$ cat config.mk
export PLATFORM = sky130hd
export DESIGN_NAME = i2a_digit_stack
export DESIGN_NICKNAME = d
export VERILOG_FILES = /design/src/hdl/i2a_pkg.sv /design/src/hdl/i2a_digit_stack.sv
export SDC_FILE = /design/constraint.sdc
export NUM_CORES = 1
export LEC_CHECK = 0
export BUFFER_PORTS_ARGS = -buffer_cell sky130_fd_sc_hd__buf_2
export CORE_ASPECT_RATIO = 0.6
export CORE_MARGIN = 1
export CORE_UTILIZATION = 35
export DETAILED_ROUTE_END_ITERATION = 10
export PLACE_DENSITY = 0.53
export SYNTH_ARGS = -nofsm -noshare
export SYNTH_HDL_FRONTEND = slang
export SYNTH_SLANG_ARGS = --single-unit
$ cat constraint.sdc
create_clock -name i_clk -period 2.3 [get_ports i_clk]
set_input_delay 0.23 -clock i_clk [delete_from_list [all_inputs] [get_ports i_clk]]
set_output_delay 0.23 -clock i_clk [all_outputs]
set_load 0.005 [all_outputs]
$ cat src/hdl/i2a_pkg.sv
// Package for the integer to ASCII formatter: opcodes, prefix kinds,
// the stack control bundle and the character lookup functions.
// No dependencies.
package i2a_pkg;

    // Conversion selectors carried on tuser
    localparam logic [1:0] OP_DEC = 2'd0;
    localparam logic [1:0] OP_PTR = 2'd1;
    localparam logic [1:0] OP_HEX_LO = 2'd2;
    localparam logic [1:0] OP_HEX_UP = 2'd3;

    localparam int DIGIT_DEPTH_DEF = 20;
    localparam int VALUE_W = 64;
    localparam int OP_W = 2;
    localparam int CHAR_W = 7;
    localparam int TOTAL_W = 31;
    localparam int OUT_DATA_W = 40;
    localparam logic [TOTAL_W-1:0] TOTAL_MAX = {TOTAL_W{1'b1}};

    // Reciprocal of ten for a 32-bit dividend, quotient is product >> 35
    localparam logic [31:0] RECIP_TEN = 32'hCCCCCCCD;

    // Text emitted ahead of the digits
    typedef enum logic [1:0] {
        PFX_NONE = 2'd0,
        PFX_MINUS = 2'd1,
        PFX_HEX = 2'd2,
        PFX_NIL = 2'd3
    } t_prefix;

    // Digit stack control from the sequencer
    typedef struct packed {
        logic push;
        logic pop;
    } t_stack_ctl;

    // Number of prefix characters for a kind
    function automatic logic [2:0] prefix_len(t_prefix kind);
        logic [2:0] len;
        unique case (kind)
            PFX_MINUS: len = 3'd1;
            PFX_HEX:   len = 3'd2;
            PFX_NIL:   len = 3'd5;
            default:   len = 3'd0;
        endcase
        return len;
    endfunction

    // Prefix character at a position: "-", "0x" or "(nil)"
    function automatic logic [CHAR_W-1:0] prefix_char(t_prefix kind, logic [2:0] idx);
        logic [CHAR_W-1:0] c;
        c = 7'h30;
        unique case (kind)
            PFX_MINUS: c = 7'h2D;
            PFX_HEX:   c = (idx == 3'd0) ? 7'h30 : 7'h78;
            PFX_NIL: begin
                unique case (idx)
                    3'd0:    c = 7'h28;
                    3'd1:    c = 7'h6E;
                    3'd2:    c = 7'h69;
                    3'd3:    c = 7'h6C;
                    default: c = 7'h29;
                endcase
            end
            default:   c = 7'h30;
        endcase
        return c;
    endfunction

    // ASCII for one digit, letters in the selected case
    function automatic logic [CHAR_W-1:0] digit_char(logic upper, logic [3:0] d);
        logic [CHAR_W-1:0] c;
        if (d < 4'd10) begin
            c = 7'h30 + {3'b000, d};
        end else if (upper) begin
            c = 7'h37 + {3'b000, d};
        end else begin
            c = 7'h57 + {3'b000, d};
        end
        return c;
    endfunction

endpackage

$ cat src/hdl/i2a_digit_stack.sv
// Digit stack: pushes extracted digits and pops them most significant first.
// Depends on i2a_pkg.
module i2a_digit_stack #(
    parameter int DEPTH = i2a_pkg::DIGIT_DEPTH_DEF
) (
    input  logic                       i_clk,
    input  logic                       i_rst_n,
    input  i2a_pkg::t_stack_ctl        i_ctl,
    input  logic [3:0]                 i_digit,
    output logic [3:0]                 o_top,
    output logic [$clog2(DEPTH+1)-1:0] o_count
);

    localparam int CW = $clog2(DEPTH + 1);
    localparam int AW = $clog2(DEPTH);

    logic [3:0]    r_mem [DEPTH];
    logic [3:0]    r_top;
    logic [CW-1:0] r_count;
    logic [CW-1:0] n_count;
    logic [CW-1:0] below_idx;

    assign below_idx = r_count - CW'(2);
    assign o_top = r_top;
    assign o_count = r_count;

    // Track the fill level
    always_comb begin
        n_count = r_count;
        if (i_ctl.push) begin
            n_count = r_count + CW'(1);
        end else if (i_ctl.pop) begin
            n_count = r_count - CW'(1);
        end
    end

    always_ff @(posedge i_clk) begin
        if (!i_rst_n) begin
            r_count <= '0;
        end else begin
            r_count <= n_count;
        end
    end

    // Write the digit at the free slot; keep the top entry registered
    always_ff @(posedge i_clk) begin
        if (i_ctl.push) begin
            r_mem[r_count[AW-1:0]] <= i_digit;
            r_top <= i_digit;
        end else if (i_ctl.pop) begin
            r_top <= r_mem[below_idx[AW-1:0]];
        end
    end

endmodule

==> results of run 1 <==
## synthesized netlist by cell type (all sizes together)
| master | instances | share of area [%] |
|---|---|---|
| dfxtp | 5 | 2.6 |
| o211ai | 4 | 0.93 |
| ha | 4 | 1.3 |
| o22ai | 1 | 0.17 |
| and3b | 1 | 0.23 |
| inv | 9 | 0.89 |
| or3 | 1 | 0.17 |
| nor2b | 1 | 0.17 |
| mux4 | 20 | 13 |
| fa | 1 | 0.53 |
| nor2 | 22 | 2.2 |
| xor2 | 2 | 0.46 |
| a21o | 2 | 0.40 |
| a21oi | 6 | 0.79 |
| a2bb2oi | 4 | 0.93 |
| nand2 | 24 | 2.4 |
| edfxtp | 84 | 67 |
| o211a | 1 | 0.26 |
| and2 | 3 | 0.50 |
| o21ai | 3 | 0.40 |
| xnor2 | 3 | 0.69 |
| nor3 | 1 | 0.13 |
| nand4 | 1 | 0.17 |
| clkbuf | 1 | 0.36 |
| nand3 | 11 | 1.5 |
| buf | 8 | 1.9 |
## critical path, stage by stage (launching register included)
cell       delay, ns
dfxtp_1         0.34
buf_4           0.27
mux4_1          0.61
nand2_1         0.09
nand2_1         0.05
o211ai_1        0.21
a2bb2oi_1       0.11
## metrics by stage
stage               instance area, µm²  worst slack, ns  total power, mW
floorplan                         3786           0.3217            2.376
detailed placement                3993           0.3350            2.565
CTS                               4288           0.3240            3.995
global placement                  3993           0.3755            2.566
global route                      4288           0.2642            4.140
finish                            4288           0.3559            3.967
## final timing paths
| path | start | to | slack, ns | depth (start not counted) |
|---|---|---|---|---|
| worst min-delay path | i_rst_n | o_count[1] | 0.16 | 2 |
| worst max-delay path | o_count[0] | o_top[0] | 0.36 | 6 |
| worst min register to register | o_count[2] | o_count[2] | 0.79 | 3 |
| worst max register to register | o_count[0] | o_top[0] | 0.36 | 6 |
## state kept, by name (all words and copies together), names as in the netlist
signal and cells:
r_mem 80, o_count 5, o_top 4
## cells by family (layout without fill, tap and decap cells)
family	Yosys count	after routing	synth area share, %
mux	20	20	13.28
buf+inv	18	47	3.205
simple gates	65	65	7.370
flops	89	89	69.27
xor+xnor	5	5	1.157
compound gates	21	21	3.866
fa+ha+maj	5	5	1.851
## routing by layer
layer | GRT usage [%] | vias up | part of all wire, %
met5 | 0 | - | 0
met4 | 5.000 | 0 | 0.92
met3 | 5.189 | 6 | 6.3
met2 | 20.15 | 45 | 41
met1 | 22.06 | 971 | 52
li1 | - | 923 | -
## report_power, final
part	internal (mW)	switching, mW	total [mW]
Sequential	1.85	0.0338	1.89
Clock	0.841	0.600	1.44
Combinational	0.261	0.380	0.641
Total	2.95	1.01	3.97
## cell type report
class,instances,area share (%)
multi-input cells,116,24.31
inverters,9,0.7879
repair buffers,22,2.918
clock inverters,7,1.634
clock buffers,9,5.252
well taps,135,3.939
flip-flops and latches,89,61.16
==> summary.txt, run 1 <==
DRT Pass-1 Iters -> 4
crit end category -> flop
row cnt -> 28
IO Port Bufs -> 16
RSZ-0062 raised after global routing -> no
share of the yosys chip area belonging to registers -> 69.27%
flops & latches, synth -> 89
Syn Area/Cell -> 16.98 µm²
remaining antenna violation count -> 0
GRT Total Usage -> 14.95%
Final Hold Viols -> 0
most common cell after layout, fill and taps aside -> edfxtp_1
Max Cap Viol -> 0
Worst Clk Skew -> 0.004888 ns
CTS Buf Count -> 9
fin crit share -> 84.53%
Syn Inst Count -> 223
# H-tree levels -> 3
peak supply drop -> 383.3 µV
Filler cells -> 917
later-pin clock latency in the skew report -> 0.34 ns
post-synth design cell area -> 3786 µm²
total clock sinks -> 89
grt ovf -> 0
area taken by multi-input logic gates -> 1042 µm²
Core Region -> 10190 µm²
register area -> 2623 µm²
post-DP HPWL -> 5079 µm
critical path type -> flop to flop
vias per cell -> 5.026
most frequent cells in the layout -> 84 x edfxtp_1, 24 x nand2_1, 22 x nor2_1, 16 x buf_2, 14 x mux4_1
Netlist cell types -> 32
Max Clock Freq -> 0.5144 GHz
Ant. Diodes -> 0
Slew Limit Fails -> 0
Root Buffer -> clkbuf_16
post_cts resized -> 0
DR vias -> 1945
Layout area overhead -> 13.25%
Clock Tree Buf Depth -> 2
net count after synthesis -> 236
Critical Path AT -> 2.03 ns
Worst-Margin Slew -> 0.5433 ns
RD Place Congestion -> 0.7669
setup violators final -> 0
chip width -> 136.3 µm
Static Leak -> 1.478 nW
startpoint types -> flop
headroom to the max-slew limit -> 63.52%
DIE HEIGHT -> 82.57 µm
Clock transition at path regs -> 0.06 ns
Ports -> 17
Residual DRC -> 0
Final Non-Filler Cells -> 387
Max FO, Critical Path -> 14
post-layout min period -> 1.944 ns
synth warn -> 0
WP data required -> 2.38 ns
status -> completed
largest net degree at the start of global routing -> 22
vias in the first global route -> 1927
CTS tree -> yes
Die Area -> 11250 µm²
Min Hold Slack -> 0.1614 ns
nets@finish -> 260
initial antenna violation count -> 0
Setup Buffers After CTS -> 0
share of layout cells above drive strength 1 -> 17.46%
pwr dens -> 925.1 nW/µm²
drt total wl -> 7384 µm
first-pass GRT wire length -> 11500 µm
Placed Cells -> 371
Iter 0 DRT Violations -> 121
WL per Instance -> 19.08 µm
Hold Buf Count CTS -> 0
fin util -> 42.06%
Worst Hold Class -> input pin to flop
post-route setup TNS -> 0 ns
initial core utilization -> 37.14%
Note: power is estimated with default switching activity, not from simulation.
==> run 2: changes to the inputs <==
Settings changed: ABC_AREA set to 1, PLACE_DENSITY 0.53 to 0.55.
Clock period 2.3 ns to 1.68 ns, I/O delays scaled along.
==> run 2 against run 1 <==
Cell area rose by 9.1%. Hold slack got worse by 0.070 ns. Die area is 2.5% higher. Area after synthesis increased by 2.5%. Non-clock buffer count up 28. Core utilization increased by 1.8 points. Critical path depth did not move. Flip-flop and latch count unchanged. Final cell count up 47%. Largest cell class unchanged.
==> summary.txt, run 2 <==
status -> completed
Layout area overhead -> 20.50%
slowest CP cell -> dfxtp_4
setup violators final -> 0 (unchanged)
fin util -> 43.85% (+1.8 points)
area taken by multi-input logic gates -> 1175 µm² (+13%)
initial antenna violation count -> 0 (unchanged)
later-pin clock latency in the skew report -> 0.34 ns (about the same)
DRT Pass-1 Iters -> 5 (+1)
first-pass GRT wire length -> 14890 µm (+30%)
Max Cap Viol -> 0 (unchanged)
Worst Clk Skew -> 0.008825 ns (+0.003937 ns)
nets@finish -> 437 (+68%)
crit path cell chain -> buf_12, nand2_1, inv_1, nand2_1, nor2_1, buf_4
pwr dens -> 1198 nW/µm² (+30%)
crit end category -> flop
CTS Buf Count -> 9 (unchanged)
number of flip-flops in the largest register -> 80 (unchanged)
headroom to the max-slew limit -> 69.16% (+5.6 points)
sw frac -> 27.46% (+1.9 points)
IO Port Bufs -> 16 (unchanged)
sequential share of power -> 46.1% (-1.4 points)
Clock power frac -> 35.5% (-0.8 points)
fin crit share -> 95.40% (+11 points)
Iter 0 DRT Violations -> 201 (+66%)
routed wl met3 -> 647 µm (+38%)
Core Region -> 10670 µm² (+4.6%)
Hold Buf Count CTS -> 0 (unchanged)
Residual DRC -> 0 (unchanged)
CTS tree -> yes
Syn Area/Cell -> 10.35 µm² (-39%)
Die Area -> 11530 µm² (+2.5%)
RSZ-0062 raised after global routing -> yes
DIE HEIGHT -> 83.58 µm (+1.2%)
initial core utilization -> 36.39% (-0.74 points)
post-synthesis mux area share -> 0% (-13 points)
post-synthesis compound-gate area fraction -> 1.225% (-2.6 points)
WL per Instance -> 15.68 µm (-18%)
share of the yosys chip area belonging to registers -> 67.55% (-1.7 points)
grt ovf -> 0 (unchanged)
Post-Synth Adder-Cell Area -> 1.805% (-0.046 points)
register area -> 2630 µm² (+0.29%)
met1 wire length -> 4697 µm (+23%)
top cells by count, synth -> 168 x nand2_1, 84 x edfxtp_1, 36 x nand3_1
Max Clock Freq -> 0.6239 GHz (+21%)
flops & latches, synth -> 89 (unchanged)
Worst Hold Class -> input pin to flop
Area contributors post-synth -> edfxtp_1 65%, nand2_1 16%, nand3_1 4.6%
drt total wl -> 8905 µm (+21%)
ys flop type -> edfxtp_1
WP data required -> 1.74 ns (-0.64 ns)
Clock Tree Buf Depth -> 2 (unchanged)
Yosys top cell by area -> edfxtp_1
Setup crit start -> o_count[0]
Filler cells -> 1014 (+11%)
# H-tree levels -> 3 (unchanged)
RD Place Congestion -> 0.8117 (+5.8%)
Worst-Margin Slew -> 0.4626 ns (-0.08078 ns)
row cnt -> 29 (+3.6%)
Static Leak -> 1.898 nW (+28%)
Final Hold Viols -> 0 (unchanged)
critical path type -> flop to flop
Yosys top cell area share -> 64.97% (-1.7 points)
Ports -> 17 (unchanged)
Syn Inst Count -> 375 (+68%)
remaining antenna violation count -> 0 (unchanged)
Critical Path AT -> 1.66 ns (-0.37 ns)
largest net degree at the start of global routing -> 24 (+9.1%)
reg-to-reg startpoint -> o_count[0]
Pint -> 4.067 mW (+38%)
startpoint types -> flop
worst setup margin -> 0.07730 ns (-0.2786 ns)
CP bufs+invs -> 3 (+2)
share of layout cells above drive strength 1 -> 20.05% (+2.6 points)
P_sw -> 1.539 mW (+52%)
synth warn -> 0 (unchanged)
xor/xnor share of the synthesized area -> 1.096% (-0.061 points)
total clock sinks -> 89 (unchanged)
Slowest Stage Delay on Critical Path -> 0.38 ns (-0.23 ns)
Async SR Flop Fraction -> 0% (unchanged)
Post-synth EDFFs -> 84 (unchanged)
DR vias -> 2700 (+39%)
critical path's most frequent cell -> nand2_1
top sig layer -> met4
chip width -> 138.0 µm (+1.2%)
post-layout min period -> 1.603 ns (-0.3414 ns)
Max FO, Critical Path -> 23 (+9)
post-synth design cell area -> 3882 µm² (+2.5%)
main combinational cell family by area after synthesis -> simple AND/OR/NAND/NOR gates
CP delay by family, top -> simple AND/OR/NAND/NOR gates
Synth Area in Simple Gates -> 25.14% (+18 points)
post-DP HPWL -> 6187 µm (+22%)
Hold Crit Start -> i_rst_n
Comb pwr share -> 18.4% (+2.2 points)
peak supply drop -> 623.7 µV (+63%)
GRT Total Usage -> 17.81% (+2.9 points)
most frequent cells in the layout -> 166 x nand2_1, 84 x edfxtp_1, 36 x nand3_1, 33 x buf_4, 27 x nor2_1
Netlist cell types -> 21 (-34%)
vias per cell -> 4.754 (-5.4%)
top-count cell post-synth -> nand2_1
Clock transition at path regs -> 0.07 ns (about the same)
net count after synthesis -> 388 (+64%)
Ant. Diodes -> 0 (unchanged)
vias in the first global route -> 2756 (+43%)
Slew Limit Fails -> 0 (unchanged)
most common cell after layout, fill and taps aside -> nand2_1
Routed met2 length -> 3468 µm (+14%)
Root Buffer -> clkbuf_16
pre-CTS setup slack -> -0.06700 ns (-0.4020 ns)
==> run 2: cell count changes after synthesis, sizes merged, moves of 3 or more <==
| cell | delta |
|---|---|
| and2 | -3 |
| nor2 | +11 |
| nand2 | +144 |
| nand3 | +26 |
| nand4 | +3 |
| inv | +4 |
| o211ai | -3 |
| a2bb2oi | -4 |
| mux4 | -20 |
==> run 2: cell families (layout without fill, tap and decap cells) <==
family,after synthesis,in the layout
XOR/XNOR,4,4
buffers and inverters,25,79
adder cells (fa/ha/maj),5,5
flip-flops,89,89
AND/OR/NAND/NOR,243,243
AO/OA/AOI/OAI,9,9
==> run 2: area by class of cell <==
class                      count  share of cell area [%]
multi-input combinational    261                   25.11
sequential                    89                   56.22
clock inverter                 7                   1.498
timing repair buffer          50                   7.435
tap                          139                   3.718
inverter                      13                   1.204
clock buffer                   9                   4.814
==> run 2: path summary, 6_finish.rpt <==
check	end	slack, ns	depth (start not counted)
worst min-delay path	o_count[4]	0.09	3
worst max-delay path	r_mem[7][1]	0.08	6
worst max register to register	r_mem[7][1]	0.08	6
worst min register to register	o_count[4]	0.64	2
==> run 2: what timing repair did <==
action	4_1_cts	5_1_grt
gates resized for setup	0	13
hold endpoints to repair	0	0
setup endpoints to repair	12	64
pin swaps	0	1
buffers inserted	0	0
==> run 2: power by group through the flow <==
stage / clock network (mW) / logic, mW / registers [mW]
detailed placement: 0 / 1.01 / 2.64
global route: 2.09 / 1.18 / 2.60
global placement: 0 / 1.00 / 2.64
finish: 1.99 / 1.03 / 2.59
floorplan: 0 / 0.652 / 2.64
CTS: 2.02 / 1.01 / 2.59
==> run 2: through the flow <==
step | instances | setup TNS [ns] | hold WS [ns] | cell area (µm²) | total power [mW]
after floorplan | 375 | 0 | 0.2669 | 3915 | 3.288
after global placement | 552 | -0.2015 | 0.4581 | 4349 | 3.637
after detailed placement | 552 | -0.5831 | 0.4523 | 4349 | 3.644
after CTS | 568 | -0.6963 | 0.08345 | 4644 | 5.614
after global routing | 568 | -0.004474 | 0.1113 | 4678 | 5.870
final | 568 | 0 | 0.09103 | 4678 | 5.606
==> run 2: layer usage <==
metal  global-route usage [%]  up-vias
met2                    22.86       52
met4                    3.953        0
met3                    6.557       11
met5                        0        -
met1                    27.83     1285
li1                         -     1352
==> run 2: worst register-to-register path, cell delays in order, from the launching register on <==
cell	delay, ns
dfxtp_4	0.38
buf_12	0.17
nand2_1	0.06
inv_1	0.07
nand2_1	0.22
nor2_1	0.26
buf_4	0.17
==> run 3: changes to the inputs <==
Settings changed: CORE_UTILIZATION 35 to 55, PLACE_DENSITY 0.55 to 0.78.
==> run 3 against run 2 <==
Global-route usage is 7.4 points higher. Cell area fell by 3.3%. Register-to-register slack got worse by 0.02 ns. Final cell count down 12%. Die area is 36% lower. Core utilization increased by 23 points. First-iteration DRC count is 55% higher. Highest routed layer unchanged. Hold slack improved by 0.011 ns. Clock-buffer cell count unchanged. Clock power rose by 12%. Maximum frequency fell by 1.3%.
==> summary.txt, run 3 (synthesis gave the netlist of run 2 again) <==
initial core utilization -> 57.66% (+21 points)
sequential share of power -> 44.5% (-1.6 points)
Clock transition at path regs -> 0.06 ns (about the same)
Clock Tree Buf Depth -> 2 (unchanged)
Slew Limit Fails -> 0 (unchanged)
WL per Instance -> 17.26 µm (+10%)
Ant. Diodes -> 0 (unchanged)
Critical Path AT -> 1.63 ns (-0.03 ns)
Worst Hold Class -> input pin to flop
post-route setup TNS -> 0 ns (unchanged)
Max Cap Viol -> 0 (unchanged)
worst setup margin -> 0.05549 ns (-0.02181 ns)
Worst-Margin Slew -> 0.4659 ns (+0.003356 ns)
chip width -> 110.5 µm (-20%)
Hold Buf Count CTS -> 0 (unchanged)
vias in the first global route -> 2626 (-4.7%)
initial antenna violation count -> 0 (unchanged)
status -> completed
DRT Pass-1 Iters -> 5 (unchanged)
Worst Clk Skew -> 0.006389 ns (-0.002437 ns)
Die Area -> 7410 µm² (-36%)
IO Port Bufs -> 16 (unchanged)
Max Clock Freq -> 0.6156 GHz (-1.3%)
nets@finish -> 421 (-3.7%)
number of flip-flops in the largest register -> 80 (unchanged)
drt total wl -> 8612 µm (-3.3%)
Layout area overhead -> 16.53%
Residual DRC -> 0 (unchanged)
crit end category -> flop
startpoint types -> flop
most frequent cells in the layout -> 167 x nand2_1, 84 x edfxtp_1, 36 x nand3_1, 25 x nor2_1, 17 x buf_4
P_sw -> 1.479 mW (-3.9%)
Pint -> 4.334 mW (+6.6%)
largest net degree at the start of global routing -> 33 (+38%)
Static Leak -> 1.823 nW (-3.9%)
Core Region -> 6734 µm² (-37%)
first-pass GRT wire length -> 13330 µm (-10%)
total clock sinks -> 89 (unchanged)
DR vias -> 2765 (+2.4%)
critical path type -> flop to flop
Clock power frac -> 38.2% (+2.7 points)
RSZ-0062 raised after global routing -> yes
Comb pwr share -> 17.2% (-1.2 points)
later-pin clock latency in the skew report -> 0.34 ns (about the same)
sw frac -> 25.44% (-2.0 points)
row cnt -> 23 (-21%)
Iter 0 DRT Violations -> 312 (+55%)
CTS tree -> yes
CTS Buf Count -> 9 (unchanged)
WP data required -> 1.69 ns (-0.05 ns)
Root Buffer -> clkbuf_16
remaining antenna violation count -> 0 (unchanged)
Filler cells -> 509 (-50%)
Ports -> 17 (unchanged)
headroom to the max-slew limit -> 68.94% (-0.22 points)
DIE HEIGHT -> 67.08 µm (-20%)
post-placement cell area -> 4144 µm² (-4.7%)
share of layout cells above drive strength 1 -> 17.23% (-2.8 points)
Design Area, Final -> 4524 µm² (-3.3%)
peak supply drop -> 885.1 µV (+42%)
pwr dens -> 1285 nW/µm² (+7.2%)
# H-tree levels -> 3 (unchanged)
Final Hold Viols -> 0 (unchanged)
vias per cell -> 5.541 (+17%)
RD Place Congestion -> 0.8922 (+9.9%)
most common cell after layout, fill and taps aside -> nand2_1
fin crit share -> 96.70% (+1.3 points)
grt ovf -> 0 (unchanged)
pre-CTS setup slack -> -0.01803 ns (+0.04897 ns)
GRT Total Usage -> 25.25% (+7.4 points)
post-layout min period -> 1.625 ns (+0.02181 ns)
Max FO, Critical Path -> 6 (-74%)
post-DP HPWL -> 5780 µm (-6.6%)
setup violators final -> 0 (unchanged)
run 3: worst paths after layout:
kind	startpoint	endpoint	slack, ns	depth (start not counted)
worst max register to register	o_count[1]	r_mem[17][2]	0.06	4
worst min-delay path	i_rst_n	o_count[4]	0.10	3
worst min register to register	o_count[4]	o_count[4]	0.60	2
worst max-delay path	o_count[1]	r_mem[17][2]	0.06	4
run 3: final cells by class:
class | count | area (µm²) | area share [%]
inverter | 13 | 53.80 | 1.189
clock buffer | 9 | 225.2 | 4.978
tap | 87 | 108.9 | 2.406
timing repair buffer | 34 | 219.0 | 4.840
clock inverter | 6 | 107.6 | 2.378
sequential | 89 | 2630 | 58.13
multi-input combinational | 261 | 1180 | 26.08
run 3: power by group through the flow:
stage | Clock, mW | Combinational (mW) | Sequential [mW]
3_5_place_dp | 0 | 0.954 | 2.63
3_3_place_gp | 0 | 0.931 | 2.63
4_1_cts | 2.24 | 0.963 | 2.59
5_1_grt | 2.33 | 1.12 | 2.60
2_1_floorplan | 0 | 0.652 | 2.64
6_report | 2.22 | 1.00 | 2.59
run 3: stage by stage:
step	utilization, %	total power, mW	cells	hold slack (ns)
final	67.19	5.813	499	0.1017
after global routing	67.19	6.044	499	0.1109
after CTS	66.56	5.792	498	0.08491
after detailed placement	61.54	3.587	483	0.4490
after global placement	61.54	3.564	483	0.4470
after floorplan	-	3.288	375	0.2669
run 3: worst max-delay path: stages, from the launching register on:
cell	delay [ns]
dfxtp_4	0.36
buf_4	0.16
nor2_1	0.15
nand2_1	0.25
nor2_1	0.37
run 3: repair_timing:
item / CTS / global route
pin swaps: 0 / 2
setup endpoints to repair: 20 / 43
resized for setup: 2 / 13
gates cloned: 0 / 0
buffers inserted: 0 / 1
run 3: routing by layer:
metal	GRT usage (%)	up-vias	part of all wire [%]
met2	38.04	124	45
met3	11.28	19	11
li1	-	1324	-
met4	9.667	0	2.2
met1	32.27	1298	42
met5	0	-	0
